File: src/rtl/frame_difference_motion_detect_assert.svh
// assertion macros shared by fdmd_front, fdmd_queue and fdmd_back
`ifndef FRAME_DIFFERENCE_MOTION_DETECT_ASSERT_SVH
`define FRAME_DIFFERENCE_MOTION_DETECT_ASSERT_SVH

// condition holds at every clock edge out of reset
`define FDMD_ASSERT_HOLDS(label, clk, rstn, cond, msg) \
    label: assert property (@(posedge clk) disable iff (!rstn) (cond)) else $error(msg);

// consequence holds at the same edge as the antecedent
`define FDMD_ASSERT_SAME(label, clk, rstn, ante, cons, msg) \
    label: assert property (@(posedge clk) disable iff (!rstn) (ante) |-> (cons)) else $error(msg);

// consequence holds at the edge after the antecedent
`define FDMD_ASSERT_NEXT(label, clk, rstn, ante, cons, msg) \
    label: assert property (@(posedge clk) disable iff (!rstn) (ante) |=> (cons)) else $error(msg);

`endif

File: src/rtl/fdmd_pkg.sv
package fdmd_pkg;

    localparam int MAX_DIM     = 4096;
    localparam int PIXEL_RANGE = 255;
    localparam int PIX_W       = 8;
    localparam int DIM_W       = $clog2(MAX_DIM);
    localparam int CFG_DIM_W   = 13;
    localparam int PCT_W       = 7;
    localparam int PML_W       = 10;
    localparam int TOL_W       = 9;
    localparam int COUNT_W     = 25;
    localparam int AREA_W      = 2 * DIM_W + 1;
    localparam int SCALED_W    = 35;
    localparam int COUNT_SCALE = 1000;

    // floor(x / 100) as (x * 5243) >> 19, exact for x below 32768
    localparam int SCALED_PCT_W = 15;
    localparam int TOL_RECIP    = 5243;
    localparam int TOL_SHIFT    = 19;
    localparam int TOL_PROD_W   = 28;

    localparam logic [COUNT_W-1:0] COUNT_MAX = {COUNT_W{1'b1}};

    localparam logic [PCT_W-1:0]     RST_TOL_PCT = PCT_W'(10);
    localparam logic [PML_W-1:0]     RST_QTY_PML = PML_W'(10);
    localparam logic [CFG_DIM_W-1:0] RST_WIDTH   = CFG_DIM_W'(640);
    localparam logic [CFG_DIM_W-1:0] RST_HEIGHT  = CFG_DIM_W'(480);
    localparam logic [TOL_W-1:0]     RST_TOL     = TOL_W'((PIXEL_RANGE * 10) / 100);
    localparam logic [AREA_W-1:0]    RST_AREA    = AREA_W'(640 * 480);
    localparam logic [SCALED_W-1:0]  RST_THR     = SCALED_W'(640 * 480 * 10);

    typedef enum logic [1:0] {
        REG_TOL_PCT = 2'd0,
        REG_QTY_PML = 2'd1,
        REG_WIDTH   = 2'd2,
        REG_HEIGHT  = 2'd3
    } reg_idx_t;

    // one classified pixel travelling from front to back
    typedef struct packed {
        logic [PIX_W-1:0] red;
        logic [PIX_W-1:0] green;
        logic [PIX_W-1:0] blue;
        logic [2:0]       flags;   // bit0 blue, bit1 green, bit2 red
        logic [DIM_W-1:0] col;
        logic [DIM_W-1:0] row;
        logic             last;
    } item_t;

    function automatic logic [TOL_W-1:0] tol_of(input logic [PCT_W-1:0] pct);
        logic [SCALED_PCT_W-1:0] scaled;
        logic [TOL_PROD_W-1:0]   prod;
        scaled = SCALED_PCT_W'(pct) * SCALED_PCT_W'(PIXEL_RANGE);
        prod   = TOL_PROD_W'(scaled) * TOL_PROD_W'(TOL_RECIP);
        return prod[TOL_SHIFT +: TOL_W];
    endfunction

    function automatic logic [CFG_DIM_W-1:0] eff_dim(input logic [CFG_DIM_W-1:0] d);
        logic [CFG_DIM_W-1:0] r;
        if (d == '0) begin
            r = CFG_DIM_W'(1);
        end else if (d > CFG_DIM_W'(MAX_DIM)) begin
            r = CFG_DIM_W'(MAX_DIM);
        end else begin
            r = d;
        end
        return r;
    endfunction

    function automatic logic [PIX_W-1:0] abs_diff(input logic [PIX_W-1:0] a,
                                                  input logic [PIX_W-1:0] b);
        return (a > b) ? (a - b) : (b - a);
    endfunction

endpackage

File: src/rtl/fdmd_front.sv
module fdmd_front (
    input  logic                              aclk,
    input  logic                              aresetn,
    input  logic                              s_tvalid,
    output logic                              s_tready,
    input  logic [47:0]                       s_tdata,
    input  logic [fdmd_pkg::TOL_W-1:0]        tol,
    input  logic [fdmd_pkg::CFG_DIM_W-1:0]    width_eff,
    input  logic [fdmd_pkg::CFG_DIM_W-1:0]    height_eff,
    input  logic                              q_full,
    output logic                              q_push,
    output fdmd_pkg::item_t                   q_item
);

    `include "frame_difference_motion_detect_assert.svh"

    logic [fdmd_pkg::DIM_W-1:0] col_reg, row_reg;
    logic [fdmd_pkg::DIM_W-1:0] col_next, row_next;

    logic [fdmd_pkg::PIX_W-1:0] b_red, b_green, b_blue, c_red, c_green, c_blue;
    logic [2:0]  flags;
    logic        changed;
    logic [10:0] blue_x5;
    logic [9:0]  blue_x25;
    logic [fdmd_pkg::PIX_W-1:0] green_tint;
    logic        last_col, last_row, last;

    assign b_red   = s_tdata[7:0];
    assign b_green = s_tdata[15:8];
    assign b_blue  = s_tdata[23:16];
    assign c_red   = s_tdata[31:24];
    assign c_green = s_tdata[39:32];
    assign c_blue  = s_tdata[47:40];

    assign s_tready = !q_full;
    assign q_push   = s_tvalid && !q_full;

    always_comb begin
        flags[0] = {1'b0, fdmd_pkg::abs_diff(b_blue,  c_blue)}  > tol;
        flags[1] = {1'b0, fdmd_pkg::abs_diff(b_green, c_green)} > tol;
        flags[2] = {1'b0, fdmd_pkg::abs_diff(b_red,   c_red)}   > tol;
        changed  = |flags;

        // blue * 5 / 2, clipped to full scale
        blue_x5    = {1'b0, c_blue, 2'b00} + 11'(c_blue);
        blue_x25   = blue_x5[10:1];
        green_tint = (blue_x25 > 10'd255) ? 8'hFF : blue_x25[7:0];

        last_col = ({1'b0, col_reg} + 13'd1) >= width_eff;
        last_row = ({1'b0, row_reg} + 13'd1) >= height_eff;
        last     = last_col && last_row;

        q_item.red   = changed ? {1'b0, c_red[7:1]}  : c_red;
        q_item.green = changed ? green_tint          : c_green;
        q_item.blue  = changed ? {1'b0, c_blue[7:1]} : c_blue;
        q_item.flags = flags;
        q_item.col   = col_reg;
        q_item.row   = row_reg;
        q_item.last  = last;

        if (last) begin
            col_next = '0;
            row_next = '0;
        end else if (last_col) begin
            col_next = '0;
            row_next = row_reg + 1'b1;
        end else begin
            col_next = col_reg + 1'b1;
            row_next = row_reg;
        end
    end

    always_ff @(posedge aclk) begin
        if (!aresetn) begin
            col_reg <= '0;
            row_reg <= '0;
        end else if (q_push) begin
            col_reg <= col_next;
            row_reg <= row_next;
        end
    end

    `FDMD_ASSERT_NEXT(a_raster_wrap, aclk, aresetn, q_push && q_item.last, (col_reg == '0) && (row_reg == '0), "raster position not cleared after last pixel")

endmodule

File: src/rtl/fdmd_queue.sv
module fdmd_queue (
    input  logic            aclk,
    input  logic            aresetn,
    input  logic            push,
    input  fdmd_pkg::item_t push_item,
    output logic            full,
    input  logic            pop,
    output logic            valid,
    output fdmd_pkg::item_t pop_item
);

    `include "frame_difference_motion_detect_assert.svh"

    fdmd_pkg::item_t entry_reg [2];
    logic       wr_ptr_reg, rd_ptr_reg;
    logic [1:0] count_reg;
    logic [1:0] count_next;

    assign full     = (count_reg == 2'd2);
    assign valid    = (count_reg != 2'd0);
    assign pop_item = entry_reg[rd_ptr_reg];

    always_comb begin
        count_next = count_reg;
        if (push && !pop) begin
            count_next = count_reg + 2'd1;
        end else if (pop && !push) begin
            count_next = count_reg - 2'd1;
        end
    end

    always_ff @(posedge aclk) begin
        if (!aresetn) begin
            wr_ptr_reg <= 1'b0;
            rd_ptr_reg <= 1'b0;
            count_reg  <= 2'd0;
        end else begin
            if (push) begin
                wr_ptr_reg <= !wr_ptr_reg;
            end
            if (pop) begin
                rd_ptr_reg <= !rd_ptr_reg;
            end
            count_reg <= count_next;
        end
    end

    always_ff @(posedge aclk) begin
        if (push) begin
            entry_reg[wr_ptr_reg] <= push_item;
        end
    end

    `FDMD_ASSERT_HOLDS(a_q_bound, aclk, aresetn, count_reg != 2'd3, "queue fill count out of range")
    `FDMD_ASSERT_NEXT(a_q_fill, aclk, aresetn, push && !pop && (count_reg == 2'd1), full, "queue did not fill")
    `FDMD_ASSERT_NEXT(a_q_drain, aclk, aresetn, pop && !push && (count_reg == 2'd1), !valid, "queue did not drain")

endmodule

File: src/rtl/fdmd_back.sv
module fdmd_back (
    input  logic                             aclk,
    input  logic                             aresetn,
    input  logic                             q_valid,
    input  fdmd_pkg::item_t                  q_item,
    output logic                             q_pop,
    input  logic [fdmd_pkg::SCALED_W-1:0]    thr,
    output logic                             m_tvalid,
    input  logic                             m_tready,
    output logic [103:0]                     m_tdata,
    output logic                             m_tlast
);

    `include "frame_difference_motion_detect_assert.svh"

    localparam int DW = fdmd_pkg::DIM_W;

    // frame accumulators
    logic [fdmd_pkg::COUNT_W-1:0]  count_reg, count_next;
    logic [fdmd_pkg::SCALED_W-1:0] scaled_reg, scaled_next;
    logic [2:0]    flags_reg, flags_next;
    logic [DW-1:0] min_x_reg, min_y_reg, max_x_reg, max_y_reg;
    logic [DW-1:0] min_x_next, min_y_next, max_x_next, max_y_next;

    // output register
    logic          out_valid_reg;
    logic [7:0]    o_red_reg, o_green_reg, o_blue_reg;
    logic          o_last_reg;
    logic [3:0]    o_flags_reg;
    logic [fdmd_pkg::COUNT_W-1:0] o_count_reg;
    logic [DW-1:0] o_min_x_reg, o_min_y_reg, o_max_x_reg, o_max_y_reg;

    logic changed, bump, qty_hit;

    always_comb begin
        q_pop   = q_valid && (!out_valid_reg || m_tready);
        changed = |q_item.flags;
        bump    = changed && (count_reg != fdmd_pkg::COUNT_MAX);

        flags_next  = flags_reg | q_item.flags;
        count_next  = bump ? count_reg + 1'b1 : count_reg;
        // count * 1000 kept alongside, compared against area * permille
        scaled_next = bump ? scaled_reg + fdmd_pkg::SCALED_W'(fdmd_pkg::COUNT_SCALE)
                           : scaled_reg;
        qty_hit     = q_item.last && (scaled_next > thr);

        min_x_next = (changed && (q_item.col < min_x_reg)) ? q_item.col : min_x_reg;
        min_y_next = (changed && (q_item.row < min_y_reg)) ? q_item.row : min_y_reg;
        max_x_next = (changed && (q_item.col > max_x_reg)) ? q_item.col : max_x_reg;
        max_y_next = (changed && (q_item.row > max_y_reg)) ? q_item.row : max_y_reg;
    end

    always_ff @(posedge aclk) begin
        if (!aresetn) begin
            out_valid_reg <= 1'b0;
            count_reg     <= '0;
            scaled_reg    <= '0;
            flags_reg     <= '0;
            min_x_reg     <= '1;
            min_y_reg     <= '1;
            max_x_reg     <= '0;
            max_y_reg     <= '0;
        end else begin
            if (q_pop) begin
                out_valid_reg <= 1'b1;
            end else if (m_tready) begin
                out_valid_reg <= 1'b0;
            end
            if (q_pop) begin
                if (q_item.last) begin
                    count_reg  <= '0;
                    scaled_reg <= '0;
                    flags_reg  <= '0;
                    min_x_reg  <= '1;
                    min_y_reg  <= '1;
                    max_x_reg  <= '0;
                    max_y_reg  <= '0;
                end else begin
                    count_reg  <= count_next;
                    scaled_reg <= scaled_next;
                    flags_reg  <= flags_next;
                    min_x_reg  <= min_x_next;
                    min_y_reg  <= min_y_next;
                    max_x_reg  <= max_x_next;
                    max_y_reg  <= max_y_next;
                end
            end
        end
    end

    always_ff @(posedge aclk) begin
        if (q_pop) begin
            o_red_reg   <= q_item.red;
            o_green_reg <= q_item.green;
            o_blue_reg  <= q_item.blue;
            o_last_reg  <= q_item.last;
            o_flags_reg <= {qty_hit, flags_next};
            o_count_reg <= count_next;
            o_min_x_reg <= min_x_next;
            o_min_y_reg <= min_y_next;
            o_max_x_reg <= max_x_next;
            o_max_y_reg <= max_y_next;
        end
    end

    assign m_tvalid = out_valid_reg;
    assign m_tlast  = o_last_reg;
    assign m_tdata  = {3'b000, o_max_y_reg, o_max_x_reg, o_min_y_reg, o_min_x_reg,
                       o_count_reg, o_flags_reg, o_blue_reg, o_green_reg, o_red_reg};

    `FDMD_ASSERT_SAME(a_box_order, aclk, aresetn, out_valid_reg && (o_count_reg != '0), (o_min_x_reg <= o_max_x_reg) && (o_min_y_reg <= o_max_y_reg), "bounding box inverted with changed pixels")
    `FDMD_ASSERT_SAME(a_box_empty, aclk, aresetn, out_valid_reg && (o_count_reg == '0), (o_min_x_reg == '1) && (o_max_x_reg == '0) && (o_min_y_reg == '1) && (o_max_y_reg == '0), "box not empty without changed pixels")

endmodule

File: src/rtl/frame_difference_motion_detect.sv
// Frame-difference motion detector. Each request on the s_ side carries one co-located pixel
// pair (reference and current frame, 8-bit RGB) in raster order; each request on the m_ side
// carries the output pixel (current pixel, or tinted green = min(255, blue*5/2), red/2,
// blue/2 when any channel differs by more than floor(255*percent/100)) together with the
// running frame summary: sticky per-channel flags, changed-pixel count and bounding box.
// m_tlast marks the last pixel of the frame, where diff_flags bit 3 reports
// count > width*height*permille/1000; all frame state then clears for the next frame.
// One pixel is taken per clock when the result side keeps up; a result passes from the front
// classify through the two-entry queue and then the accumulate stage into the output register,
// and the queue's second entry absorbs a pixel taken while the output stalls.
// Registers on the APB port: 0x0 tolerance_percent,
// 0x4 quantity_permille, 0x8 frame_width, 0xC frame_height; write them while idle.
module frame_difference_motion_detect (
    input  logic         aclk,
    input  logic         aresetn,
    // configuration
    input  logic         psel,
    input  logic         penable,
    input  logic         pwrite,
    input  logic [3:0]   paddr,
    input  logic [31:0]  pwdata,
    output logic [31:0]  prdata,
    output logic         pready,
    // pixel pairs in
    input  logic         s_tvalid,
    output logic         s_tready,
    // base_red, base_green, base_blue, cur_red, cur_green, cur_blue (8 bits each)
    input  logic [47:0]  s_tdata,
    // results out
    output logic         m_tvalid,
    input  logic         m_tready,
    // out_red, out_green, out_blue (8 each), diff_flags (4), changed_count (25),
    // box_min_x, box_min_y, box_max_x, box_max_y (12 each), 3 zero pad bits
    output logic [103:0] m_tdata,
    output logic         m_tlast     // frame_done
);

    localparam int CDW = fdmd_pkg::CFG_DIM_W;

    // raw register values, as read back
    logic [fdmd_pkg::PCT_W-1:0] tol_pct_reg;
    logic [fdmd_pkg::PML_W-1:0] qty_pml_reg;
    logic [CDW-1:0]             width_reg, height_reg;

    // tol, area refresh at the write so a request right after sees them; thr_reg lags them
    logic [fdmd_pkg::TOL_W-1:0]    tol_reg;
    logic [fdmd_pkg::AREA_W-1:0]   area_reg;
    logic [fdmd_pkg::SCALED_W-1:0] thr_reg;

    logic           cfg_write;
    logic [CDW-1:0] width_eff, height_eff, wdata_eff;
    logic [2*CDW-1:0] area_w_next, area_h_next;
    logic [fdmd_pkg::SCALED_W-1:0] thr_next;

    fdmd_pkg::item_t front_item, back_item;
    logic            q_push, q_full, q_pop, q_valid;

    assign pready    = 1'b1;
    assign cfg_write = psel && penable && pwrite && pready;

    // out-of-range sizes are clamped to 1 .. MAX_DIM
    assign width_eff  = fdmd_pkg::eff_dim(width_reg);
    assign height_eff = fdmd_pkg::eff_dim(height_reg);
    assign wdata_eff  = fdmd_pkg::eff_dim(pwdata[CDW-1:0]);

    // frame area for a new width or a new height
    assign area_w_next = (2*CDW)'(wdata_eff) * (2*CDW)'(height_eff);
    assign area_h_next = (2*CDW)'(width_eff) * (2*CDW)'(wdata_eff);

    // quantity threshold scaled by 1000, so no divide is needed at frame end
    assign thr_next = fdmd_pkg::SCALED_W'(area_reg) * fdmd_pkg::SCALED_W'(qty_pml_reg);

    always_ff @(posedge aclk) begin
        if (!aresetn) begin
            tol_pct_reg <= fdmd_pkg::RST_TOL_PCT;
            qty_pml_reg <= fdmd_pkg::RST_QTY_PML;
            width_reg   <= fdmd_pkg::RST_WIDTH;
            height_reg  <= fdmd_pkg::RST_HEIGHT;
            tol_reg     <= fdmd_pkg::RST_TOL;
            area_reg    <= fdmd_pkg::RST_AREA;
            thr_reg     <= fdmd_pkg::RST_THR;
        end else begin
            thr_reg <= thr_next;
            if (cfg_write) begin
                unique case (fdmd_pkg::reg_idx_t'(paddr[3:2]))
                    fdmd_pkg::REG_TOL_PCT: begin
                        tol_pct_reg <= pwdata[fdmd_pkg::PCT_W-1:0];
                        tol_reg     <= fdmd_pkg::tol_of(pwdata[fdmd_pkg::PCT_W-1:0]);
                    end
                    fdmd_pkg::REG_QTY_PML: begin
                        qty_pml_reg <= pwdata[fdmd_pkg::PML_W-1:0];
                    end
                    fdmd_pkg::REG_WIDTH: begin
                        width_reg <= pwdata[CDW-1:0];
                        area_reg  <= area_w_next[fdmd_pkg::AREA_W-1:0];
                    end
                    fdmd_pkg::REG_HEIGHT: begin
                        height_reg <= pwdata[CDW-1:0];
                        area_reg   <= area_h_next[fdmd_pkg::AREA_W-1:0];
                    end
                    default: begin
                    end
                endcase
            end
        end
    end

    // register read back
    always_comb begin
        unique case (fdmd_pkg::reg_idx_t'(paddr[3:2]))
            fdmd_pkg::REG_TOL_PCT: prdata = 32'(tol_pct_reg);
            fdmd_pkg::REG_QTY_PML: prdata = 32'(qty_pml_reg);
            fdmd_pkg::REG_WIDTH:   prdata = 32'(width_reg);
            fdmd_pkg::REG_HEIGHT:  prdata = 32'(height_reg);
            default:               prdata = '0;
        endcase
    end

    // front: difference, tint and raster position
    fdmd_front u_front (
        .aclk       (aclk),
        .aresetn    (aresetn),
        .s_tvalid   (s_tvalid),
        .s_tready   (s_tready),
        .s_tdata    (s_tdata),
        .tol        (tol_reg),
        .width_eff  (width_eff),
        .height_eff (height_eff),
        .q_full     (q_full),
        .q_push     (q_push),
        .q_item     (front_item)
    );

    // two-entry queue decouples the classify side from the result side
    fdmd_queue u_queue (
        .aclk      (aclk),
        .aresetn   (aresetn),
        .push      (q_push),
        .push_item (front_item),
        .full      (q_full),
        .pop       (q_pop),
        .valid     (q_valid),
        .pop_item  (back_item)
    );

    // back: count, bounding box, quantity check and output register
    fdmd_back u_back (
        .aclk     (aclk),
        .aresetn  (aresetn),
        .q_valid  (q_valid),
        .q_item   (back_item),
        .q_pop    (q_pop),
        .thr      (thr_reg),
        .m_tvalid (m_tvalid),
        .m_tready (m_tready),
        .m_tdata  (m_tdata),
        .m_tlast  (m_tlast)
    );

endmodule
File: config.mk
export PLATFORM = sky130hd
export DESIGN_NAME = frame_difference_motion_detect
export DESIGN_NICKNAME = d
export VERILOG_FILES = /design/src/rtl/fdmd_pkg.sv /design/src/rtl/fdmd_front.sv /design/src/rtl/fdmd_queue.sv /design/src/rtl/fdmd_back.sv /design/src/rtl/frame_difference_motion_detect.sv
export VERILOG_INCLUDE_DIRS = /design/src /design/src/rtl
export SDC_FILE = /design/constraint.sdc
export NUM_CORES = 2
export LEC_CHECK = 0
export BUFFER_PORTS_ARGS = -buffer_cell sky130_fd_sc_hd__buf_2
export CAP_MARGIN = 15
export CORE_ASPECT_RATIO = 1.75
export CORE_UTILIZATION = 45
export DETAILED_ROUTE_END_ITERATION = 8
export SKIP_CTS_REPAIR_TIMING = 1
export SLEW_MARGIN = 20
export SYNTH_ARGS = -nofsm -noshare
export SYNTH_HDL_FRONTEND = slang
export SYNTH_SLANG_ARGS = --single-unit
File: constraint.sdc
create_clock -name aclk -period 9.73 [get_ports aclk]
set_input_delay 1.4595 -clock aclk [delete_from_list [all_inputs] [get_ports aclk]]
set_output_delay 1.4595 -clock aclk [all_outputs]
set_load 0.01 [all_outputs]
==> out/metrics.cfg <==
[finish]
nNetsFinal=6480
drive_above_1_share_pct=9.42
largest_register_ffs=104
final_common_cell=inv_1
fill_cells=9864
layout_common_cells=818 x inv_1, 677 x nand2_1, 530 x ha_1
syn2layout_area_growth_pct=9.28

[timing]
grt_setup_unrepaired=false
layout_min_cycle_time_ns=9.24
finClkSkew_ns=0.0523
setup_ws_ns=0.488
final-hold-violation-count=0
worst_pin_slew_ns=1.16
maxSlewHeadroom_pct=22.7
slew_viol_final=0
tns_ns=0
fmax_mhz=108
timing.final.crit_share_pct=95.0
setup_viol=0

[logic_synthesis]
synth_edf_count=206
ys_ff_latch=456
syn_area_per_cell_um2=9.15
ys_seq_area_share_pct=23.5
synth_warnings=0
async_reset_ff_share_pct=0
syn_area_um2=47600
ys_types=94
syn-instance-count=5206
ys.flop_type=dfxtp_1

[clock_network]
cts_tree=yes
clk_latency_ns=0.66
cts_buffers=47
htreeDepth=2
clockRootBuffer=clkbuf_16
clock_path_buffers=3
clkTransAtPathRegs_ns=0.06
clkSinkCount=456

[worst_setup_path]
critPathBufInv=7
crit_family=adder cells
critPathSlowestCell=or4b_2
cp_max_fo=5
path_common_cell=fa_1
cp.arrival_ns=9.81
critPathRequiredTime_ns=10.30
end_kind=flop
critPathMaxStageDelay_ns=0.62
critPathKind=in -> reg
worstSetupStartpointType=input pin

[floorplan]
io_pins=231
die_area_um2=107000
core_area_um2=105000
chipWidth_um=248
rows=157
start_util_pct=45.5
die_height_um=432

[placement]
globalplace.congestion=0.924
post-place-ws_ns=-0.320
hpwl_um=103000
io_buffers=186

[routing]
detail_route.vias_per_cell=5.45
wl_per_cell_um=19.2
wl_met1_um=48300
maxUsedRoutingLayer=met5
drc=0
wl_met3_um=5060
wl_met2_um=68700
routed_wl_um=129000
drt_iter0_markers=1787
drt_pass1_iterations=5
vias=36700
final_antenna_net_count=0

[grt]
track_usage_pct=24.6
grt_antenna_before_repair=11
grt.overflow.total=0
grt_pass1_wl_um=205000
grt_max_degree=66
first_global_vias=38500

[status]
outcome=completed

[min_path]
hold_path_class=reg -> reg

[run]
maxCapViolCount=0

worst paths after layout:
kind                                from                           to  slack, ns  cells after the start
min          height_reg[12]$_SDFFE_PN0P_  height_reg[12]$_SDFFE_PN0P_       0.46                      2
max                            pwdata[1]      tol_reg[6]$_SDFFE_PN0P_       0.49                     30
min reg2reg  height_reg[12]$_SDFFE_PN0P_  height_reg[12]$_SDFFE_PN0P_       0.46                      2
max reg2reg   width_reg[12]$_SDFFE_PN0P_    area_reg[24]$_SDFFE_PN0P_       2.54                     19
worst register-to-register path: stages, from the launching register on:
cell       delay [ns]
dfxtp_1          0.61
nor2b_1          1.01
inv_1            0.45
nor2_1           0.23
fa_1             0.47
fa_1             0.52
fa_1             0.55
inv_1            0.06
fa_1             0.53
inv_1            0.06
fa_1             0.47
ha_1             0.38
a21oi_1          0.19
a21boi_0         0.15
a311o_1          0.43
a2111oi_4        0.34
o31ai_1          0.15
xnor2_1          0.22
nor2_1           0.08
o41ai_2          0.20
through the flow:
step | hold WS (ns) | util (%) | area, um2 | instances
final | 0.456 | 49.7 | 52000 | 6747
after global routing | 0.480 | 49.7 | 52000 | 6742
after CTS | 0.457 | 49.7 | 52000 | 6741
after detailed placement | 0.447 | 48.1 | 50400 | 6653
after global placement | 0.442 | 48.1 | 50400 | 6653
after floorplan | 0.420 | - | 47700 | 5227
cells in the mapped netlist, types with 8 or more instances:
cell        n  area [um2]
a211oi_1   21         158
a21o_1     79         593
a21oi_1   236        1180
a22o_1     24         210
a22oi_1    28         210
a311oi_1   14         123
a31oi_1    24         150
and2_1    147         920
and3_1     40         250
and4_1     15         131
buf_1      11        41.3
buf_2      14        70.1
buf_4      26         195
clkbuf_1  191         717
dfxtp_1   250        5000
edfxtp_1  206        6190
fa_1      508       10200
ha_1      530        6630
inv_1     819        3070
mux2_2     55         619
mux2i_1    94         941
nand2_1   678        2540
nand2b_1   20         125
nand3_1    67         335
nand4_1    43         269
nand4b_1    8        70.1
nor2_1    320        1200
nor2b_1    42         263
nor3_1     50         250
nor4_1     11        68.8
o211ai_1   37         278
o21a_1     35         263
o21ai_0   155         776
o21bai_1   22         165
o221ai_1    8        70.1
or2_2       8        50.1
or3_1      23         144
or4_1      12        90.1
xnor2_1   126        1100
xor2_1     69         604
final cells by class:
| cell class | count | area (um2) | share of cell area, % |
|---|---|---|---|
| antenna | 6 | 15.0 | 0.0289 |
| clock buffer | 57 | 1210 | 2.33 |
| clock inverter | 31 | 424 | 0.815 |
| inverter | 824 | 3100 | 5.95 |
| multi-input combinational | 3704 | 32500 | 62.4 |
| sequential | 456 | 11200 | 21.5 |
| tap | 1351 | 1690 | 3.25 |
| timing repair buffer | 318 | 1920 | 3.70 |
per-layer routing:
layer	up-vias	GRT usage, %
met5	-	0
met4	4	12.8
met3	327	2.41
met2	924	46.7
met1	18200	26.5
li1	17300	-
kinds of logic after synthesis:
kind of cell	after synthesis	synth area share (%)
other	2	0.0158
multiplexers	156	3.61
flip-flops	456	23.5
AO/OA/AOI/OAI	783	10.7
adder cells (fa/ha/maj)	1038	35.3
AND/OR/NAND/NOR	1508	14.6
buffers and inverters	1067	8.66
XOR/XNOR	196	3.62
Power is not shown: default switching activity piles up to over one toggle a cycle in this logic, so the estimate is an artifact.
